## src/hw/rtl/assert_macros.svh

```systemverilog
// ----------------------------------------------------------------------------
// Assertion macros shared by the error function unit.
// ----------------------------------------------------------------------------
`ifndef ASSERT_MACROS_SVH
`define ASSERT_MACROS_SVH

// Same-cycle implication, disabled during reset.
`define EFA_ASSERT_IMPLY(label, clk, rst, ante, cons) \
  label: assert property (@(posedge clk) disable iff (rst) (ante) |-> (cons)) \
    else $error("Same-cycle implication check failed.");

// Next-cycle implication, disabled during reset.
`define EFA_ASSERT_NEXT(label, clk, rst, ante, cons) \
  label: assert property (@(posedge clk) disable iff (rst) (ante) |=> (cons)) \
    else $error("Next-cycle implication check failed.");

`endif

```

## src/hw/rtl/efa_pkg.sv

```systemverilog
// ----------------------------------------------------------------------------
// Error function unit package
// Fixed-point widths, constants and the sideband type shared by the pipeline.
// ----------------------------------------------------------------------------
package efa_pkg;

  // Number formats.
  localparam int ARG_FRAC_BITS    = 12;
  localparam int RESULT_FRAC_BITS = 14;
  localparam int QB               = 30;
  localparam int DATA_W           = 16;

  // Internal widths.
  localparam int MAG_W  = 17;
  localparam int REM_W  = 17;
  localparam int QUO_W  = 32;
  localparam int T_W    = 31;
  localparam int P_W    = 34;
  localparam int SQ_W   = 36;
  localparam int E_W    = 38;
  localparam int K_W    = 10;
  localparam int R_W    = 30;
  localparam int TERM_W = 31;
  localparam int SUM_W  = 32;
  localparam int EX_W   = 34;

  localparam int POLY_DEG     = 9;
  localparam int TAYLOR_TERMS = 20;

  localparam longint ONE_Q      = longint'(1) << QB;
  localparam longint LN2_Q      = 744261118;
  localparam longint COEF_SCALE = 100000000;

  // Front end constants.
  localparam logic [MAG_W-1:0] LARGE_LIM = MAG_W'(6 << ARG_FRAC_BITS);
  localparam logic [MAG_W-1:0] DEN_BASE  = MAG_W'(2 << ARG_FRAC_BITS);
  localparam int SQ_SHIFT = QB - 2 * ARG_FRAC_BITS;

  // The divider starts from the numerator bits above the quotient width.
  localparam int DIV_INIT_EXP = QB + 2 + ARG_FRAC_BITS - QUO_W;
  localparam logic [REM_W-1:0] DIV_INIT_REM = REM_W'(1 << DIV_INIT_EXP);

  // Range reduction k = floor(e / ln2) via a scaled reciprocal.
  localparam int K_EH_SHIFT   = 16;
  localparam int K_PROD_SHIFT = 32;
  localparam int K_RECIP_W    = 20;
  localparam longint K_RECIP  = (longint'(1) << (K_PROD_SHIFT + K_EH_SHIFT)) / LN2_Q;

  // Output rounding.
  localparam int RES_SHIFT = QB - RESULT_FRAC_BITS;
  localparam logic [DATA_W-1:0] RES_LIM = DATA_W'(1 << RESULT_FRAC_BITS);

  // Polynomial coefficients scaled by 1e8, lowest order first.
  localparam longint COEF_E8 [POLY_DEG+1] = '{
    -126551223, 100002368, 37409196, 9678418, -18628806,
    27886807, -113520398, 148851587, -82215223, 17087277
  };

  // Sideband that travels with each item through the pipeline.
  typedef struct packed {
    logic            neg;
    logic            sat_one;
    logic [SQ_W-1:0] sq;
    logic [T_W-1:0]  t;
  } efa_side_t;

  // Coefficient in Q30, rounded half away from zero.
  function automatic logic signed [P_W-1:0] coef_q(input longint c);
    longint m;
    longint q;
    m = (c < 0) ? -c : c;
    q = ((m <<< QB) + COEF_SCALE / 2) / COEF_SCALE;
    return (c < 0) ? P_W'(-q) : P_W'(q);
  endfunction

endpackage

```

## src/hw/rtl/efa_recip.sv

```systemverilog
// ----------------------------------------------------------------------------
// Reciprocal pipeline
// Computes t = round(2^43 / den) in Q30, two quotient bits per stage.
// ----------------------------------------------------------------------------
module efa_recip import efa_pkg::*; (
  input  logic             clk,
  input  logic             rst,
  input  logic             en,
  input  logic             in_valid,
  input  logic [MAG_W-1:0] in_den,
  input  efa_side_t        in_side,
  output logic             out_valid,
  output efa_side_t        out_side
);

  localparam int BITS_PER_STG = 2;
  localparam int NSTG = QUO_W / BITS_PER_STG;

  logic             st_valid [NSTG];
  logic [REM_W-1:0] st_rem   [NSTG];
  logic [QUO_W-1:0] st_quo   [NSTG];
  logic [MAG_W-1:0] st_den   [NSTG];
  efa_side_t        st_side  [NSTG];

  logic [QUO_W:0]   quo_inc;
  efa_side_t        side_fin;

  // Restoring division stages.
  for (genvar s = 0; s < NSTG; s++) begin : g_stg
    logic             v_in;
    logic [REM_W-1:0] rem_in;
    logic [QUO_W-1:0] quo_in;
    logic [MAG_W-1:0] den_in;
    efa_side_t        side_in;
    logic [REM_W-1:0] rem_c;
    logic [QUO_W-1:0] quo_c;
    logic [REM_W:0]   trial;

    if (s == 0) begin : g_first
      assign v_in    = in_valid;
      assign rem_in  = DIV_INIT_REM;
      assign quo_in  = '0;
      assign den_in  = in_den;
      assign side_in = in_side;
    end else begin : g_next
      assign v_in    = st_valid[s-1];
      assign rem_in  = st_rem[s-1];
      assign quo_in  = st_quo[s-1];
      assign den_in  = st_den[s-1];
      assign side_in = st_side[s-1];
    end

    // Shift in a zero numerator bit, then compare and subtract.
    always_comb begin
      rem_c = rem_in;
      quo_c = quo_in;
      trial = '0;
      for (int b = 0; b < BITS_PER_STG; b++) begin
        trial = {rem_c, 1'b0};
        if (trial >= {1'b0, den_in}) begin
          rem_c = REM_W'(trial - {1'b0, den_in});
          quo_c = {quo_c[QUO_W-2:0], 1'b1};
        end else begin
          rem_c = REM_W'(trial);
          quo_c = {quo_c[QUO_W-2:0], 1'b0};
        end
      end
    end

    always_ff @(posedge clk) begin
      if (rst) begin
        st_valid[s] <= 1'b0;
      end else if (en) begin
        st_valid[s] <= v_in;
      end
      if (en) begin
        st_rem[s]  <= rem_c;
        st_quo[s]  <= quo_c;
        st_den[s]  <= den_in;
        st_side[s] <= side_in;
      end
    end
  end

  // Round the doubled quotient to the final reciprocal.
  assign quo_inc = {1'b0, st_quo[NSTG-1]} + (QUO_W+1)'(1);

  always_comb begin
    side_fin   = st_side[NSTG-1];
    side_fin.t = quo_inc[T_W:1];
  end

  always_ff @(posedge clk) begin
    if (rst) begin
      out_valid <= 1'b0;
    end else if (en) begin
      out_valid <= st_valid[NSTG-1];
    end
    if (en) begin
      out_side <= side_fin;
    end
  end

endmodule

```

## config.mk

```make
export PLATFORM = sky130hd
export DESIGN_NAME = efa_recip
export DESIGN_NICKNAME = d
export VERILOG_FILES = /design/src/hw/rtl/assert_macros.svh /design/src/hw/rtl/efa_pkg.sv /design/src/hw/rtl/efa_recip.sv
export SDC_FILE = /design/constraint.sdc
export NUM_CORES = 2
export LEC_CHECK = 0
export BUFFER_PORTS_ARGS = -buffer_cell sky130_fd_sc_hd__buf_2
export CAP_MARGIN = 40
export CORE_ASPECT_RATIO = 0.9
export CORE_MARGIN = 8
export CORE_UTILIZATION = 50
export CTS_BUF_LIST = sky130_fd_sc_hd__clkbuf_4
export DETAILED_ROUTE_END_ITERATION = 7
export PLACE_DENSITY = 0.68
export SLEW_MARGIN = 30
export SYNTH_ARGS = -nofsm -noshare
export SYNTH_HDL_FRONTEND = slang
export SYNTH_SLANG_ARGS = --single-unit
```

## constraint.sdc

```tcl
create_clock -name clk -period 5.35 [get_ports clk]
set_input_delay 0.8025 -clock clk [delete_from_list [all_inputs] [get_ports clk]]
set_output_delay 0.8025 -clock clk [all_outputs]
set_load 0.02 [all_outputs]
```

Word level (Yosys, flattened, before mapping)
Memory sizes are Yosys's and may differ from the RTL's. A register that Yosys moved wholly into a read port is not among the register bits.
Cells that the tools add are included.
- register bits after elaboration: 31
- memory bits (writable): 2176
- output and inout port bits: 70
- word-level logic and storage cells: 173
- memories: 5
- add/subtract/negate cells: 33
- $lt $le $gt $ge: 32
- mux-type cells: 86
- bitwise logic cells: 16
- memories (name ; words ; bits a word ; read ports ; clocked after memory_dff ; wr ports ; RTL line ; text):
    st_side ; 16 ; 69 ; 16 ; 1 ; 16 ; efa_recip.sv:23 ; efa_side_t st_side [NSTG];
    st_quo ; 16 ; 32 ; 16 ; 0 ; 16 ; efa_recip.sv:21 ; logic [QUO_W-1:0] st_quo [NSTG];
    st_den ; 16 ; 17 ; 15 ; 0 ; 16 ; efa_recip.sv:22 ; logic [MAG_W-1:0] st_den [NSTG];
    st_rem ; 16 ; 17 ; 15 ; 0 ; 16 ; efa_recip.sv:20 ; logic [REM_W-1:0] st_rem [NSTG];
    st_valid ; 16 ; 1 ; 16 ; 1 ; 16 ; efa_recip.sv:19 ; logic st_valid [NSTG];
- operators by type and width (cell ; number):
    >= comparator 18 x 17 -> 1 bit ; 31
    2-to-1 mux 17 bit ; 32
    subtractor 17 bit ; 31
    2-to-1 mux 1 bit ; 54
    adder 32 x 1 -> 32 bit (second input constant) ; 1
    >= comparator 14 x 17 -> 1 bit (first input constant) ; 1
    subtractor 14 x 17 -> 17 bit (first input constant) ; 1
    bitwise OR 1 bit ; 16

Depth between registers and ports, before layout
An unclocked memory read counts as a cell.
- depth after elaboration: 5
- mapped depth: 24
- depth with buffers taken out: 21

Least setup slack after synthesis
No wires, ideal clock.
- path kind: flip-flop to flip-flop
- from: memory st_den[13][0], in the netlist st_den[1][85]
- to: memory st_rem[14][11], in the netlist st_rem[1][113] (data pin)
- library setup time: 260 ps
- data arrival time: 5249 ps
- data required time: 5090 ps
- slack: -160 ps
- cell stages (with the launch flop): 22
- period minus slack after synthesis: 5510 ps
- cells stage by stage: edfxtp_1 -> inv_1 -> fa_1 -> a21o_1 -> a21oi_1 -> o221ai_1 -> nor4_1 -> o311ai_2 -> buf_2 -> buf_2 -> nor2_1 -> a21oi_1 -> ha_1 -> a21o_1 -> a221oi_2 -> o211a_1 -> nor3_1 -> a221o_1 -> a311o_1 -> a221o_1 -> buf_6 -> mux2_4
- RTL lines (what ; RTL line):
    start: declaration ; efa_recip.sv:22
    end: declaration ; efa_recip.sv:20

==> results.toml <==
[floorplanning]
fp.dieW_um = 424
start_util = 0.505
core.rowCount = 134
die_h_um = 383
dieArea_um2 = 163000
core_um2 = 149000
ios = 160

[logic_synthesis]
synth_top_cell_area_share = 0.591
synth_edf_count = 1475
postSynthCellCount = 5982
synth_seq_area_share = 0.591
ys.flop_type = "edfxtp_1"
async_reset_ff_frac = 0
synthTopCellsByCount = "edfxtp_1 (1475), ha_1 (513), nor2_1 (466)"
syn_nets = 6600
yosys_warnings = 0
synth_most_common_cell = "edfxtp_1"
yosys.area.top_type = "edfxtp_1"
syn_area_per_cell_um2 = 12.5
synth-seq-cells = 1476
ys_top_cells_by_area = "edfxtp_1 (59%), ha_1 (8.6%), xnor2_1 (3.4%)"
synthesis.area_um2 = 75000
synthDistinctLibCells = 98

[cts]
cts_buffers = 378
cts.sinks = 1476
htreeDepth = 5
cts_tree = "yes"
insertion_delay_ps = 1330
clock_path_buffers = 4
root_buffer = "clkbuf_4"
clk_pin_slew_ps = 70

[job]
max_cap_violations = 0

[detailed_routing]
num_vias = 48924
wl_um = 155000
route.detailed.wl_per_inst_um = 16.9
antenna_left = 0
drtIter0Drc = 3296
drcViolationCount = 0
firstDrtPassIters = 6
viasPerCell = 5.35

[grt]
grt_pass1_vias = 48175
grt_usage = 0.184
grt_max_degree = 175
overflow = 0
grt_pass1_wl_um = 244000
antenna_found_initial = 2

[timing]
worst_slew_pin_slew_ps = 857
finalCriticalPeriod_ps = 5170
slew_viol_final = 0
fin_crit_sh = 0.966
fmax_mhz = 193
hold-worst-slack_ps = 211
setup_violations = 0
fin_skew_ps = 128
hold_viol_final = 0
slew_headroom = 0.429

[place]
port_buffers = 128
hpwlAfterDp_um = 111000
gp_congestion = 0.888

[critical_path]
critPathCaptureType = "flop"
path_max_fanout = 16
cp.arrival_ps = 6130
critPathRequiredTime_ps = 6310
critPathKind = "flop to flop"
critPathLaunchType = "flop"

[status]
outcome = "finished, final reports clean"

[worst_hold_path]
hold_class = "input pin to flop"

[final_layout]
drive_gt1_frac = 0.206
layout.nets = 7531
area_growth_pct = 16.0
## critical path, stage by stage (launching register included)
cell	delay, ps
edfxtp_1	430
inv_1	110
ha_1	420
nand4_1	220
a211oi_2	350
nor4_4	70
o211ai_1	220
nand2_2	120
buf_4	170
buf_4	150
nand2_1	80
o21ai_2	70
ha_1	340
a21oi_1	140
o22ai_1	150
nor3_2	220
o31ai_1	150
o311a_1	350
o21a_1	190
o31ai_1	340
nand2_2	120
buf_12	180
mux2_2	270
## path summary, 6_finish.rpt
path	slack, ps	start	end	depth (start not counted)
worst min register to register	300	st_side[0][68]	st_side[1][68]	0
worst max-delay path	180	st_den[1][9]	st_rem[1][28]	22
worst min-delay path	210	in_side[37]	st_side[0][37]	2
worst max register to register	180	st_den[1][9]	st_rem[1][28]	22
## repair_timing
item / in CTS / in global routing
hold buffers: 73 / 0
gates cloned: 0 / 5
endpoints found under the hold margin: 130 / 0
endpoints found under the setup margin: 33 / 203
pin swaps: 0 / 21
buffers inserted: 0 / 16
gates resized for setup: 7 / 102
## routing by layer
layer,routed length (µm),vias to the layer above,GRT usage
li1,-,24522,-
met1,71400,22980,0.248
met2,71500,1124,0.297
met3,7300,298,0.0336
met4,4580,0,0.0699
met5,0,-,0
## through the flow
| step | utilization | setup TNS (ps) | setup slack [ps] | cells | area, µm² |
|---|---|---|---|---|---|
| after floorplan | - | 0 | 29.7 | 5982 | 75000 |
| final | 0.585 | 0 | 180 | 9137 | 87000 |
| after detailed placement | 0.546 | -655 | -86.9 | 8408 | 81100 |
| after global placement | 0.546 | 0 | 6.18 | 8408 | 81100 |
| after CTS | 0.581 | 0 | 19.2 | 9106 | 86300 |
| after global routing | 0.585 | -954 | -103 | 9137 | 87000 |
## kinds of logic (layout without fill, tap and decap cells)
group | after synthesis | in the layout | share of synthesized area
AOI/OAI and AO/OA | 1392 | 1396 | 0.121
adders and majority gates | 528 | 528 | 0.0896
other | 0 | 7 | 0
muxes | 229 | 229 | 0.0343
DFF | 1476 | 1476 | 0.591
xor gates and xnor gates | 389 | 389 | 0.0455
and+or+nand+nor | 1430 | 1431 | 0.0906
buffers and inverters | 538 | 1709 | 0.0277
## flip-flops by register name, summed over array words and instances (netlist names)
register,count
out_side,69
out_valid,1
st_den,255
st_quo,272
st_rem,255
st_side,608
st_valid,16
## layout make-up
type / instances / area (µm²)
repair buffers: 624 / 4900
multi-input cells: 3973 / 29100
inverters: 460 / 1730
clock buffers: 541 / 4060
well taps: 1972 / 2470
clock inverters: 84 / 419
flip-flops and latches: 1476 / 44300
diodes: 7 / 17.5
fillers: 12265 / 61600
## placed cells by master (no fill, tap or decap), drive strengths merged, types with 62 or more instances in the layout
master       netlist  routed
clkinv             3      77
mux2             205     205
inv              457     463
nand3             73      74
nor3             126     126
xor2             101     101
a21oi            416     416
edfxtp          1475    1475
a211oi            74      74
o21ai            268     269
nand4             63      63
dlygate4sd3        0      73
nor2b             62      62
nand2            335     335
nor2             466     466
clkbuf            44     543
ha               513     513
o21a              76      76
a21o             160     160
xnor2            288     288
buf               34     548
Power is not shown: default switching activity piles up to over one toggle a cycle in this logic, so the estimate is an artifact.
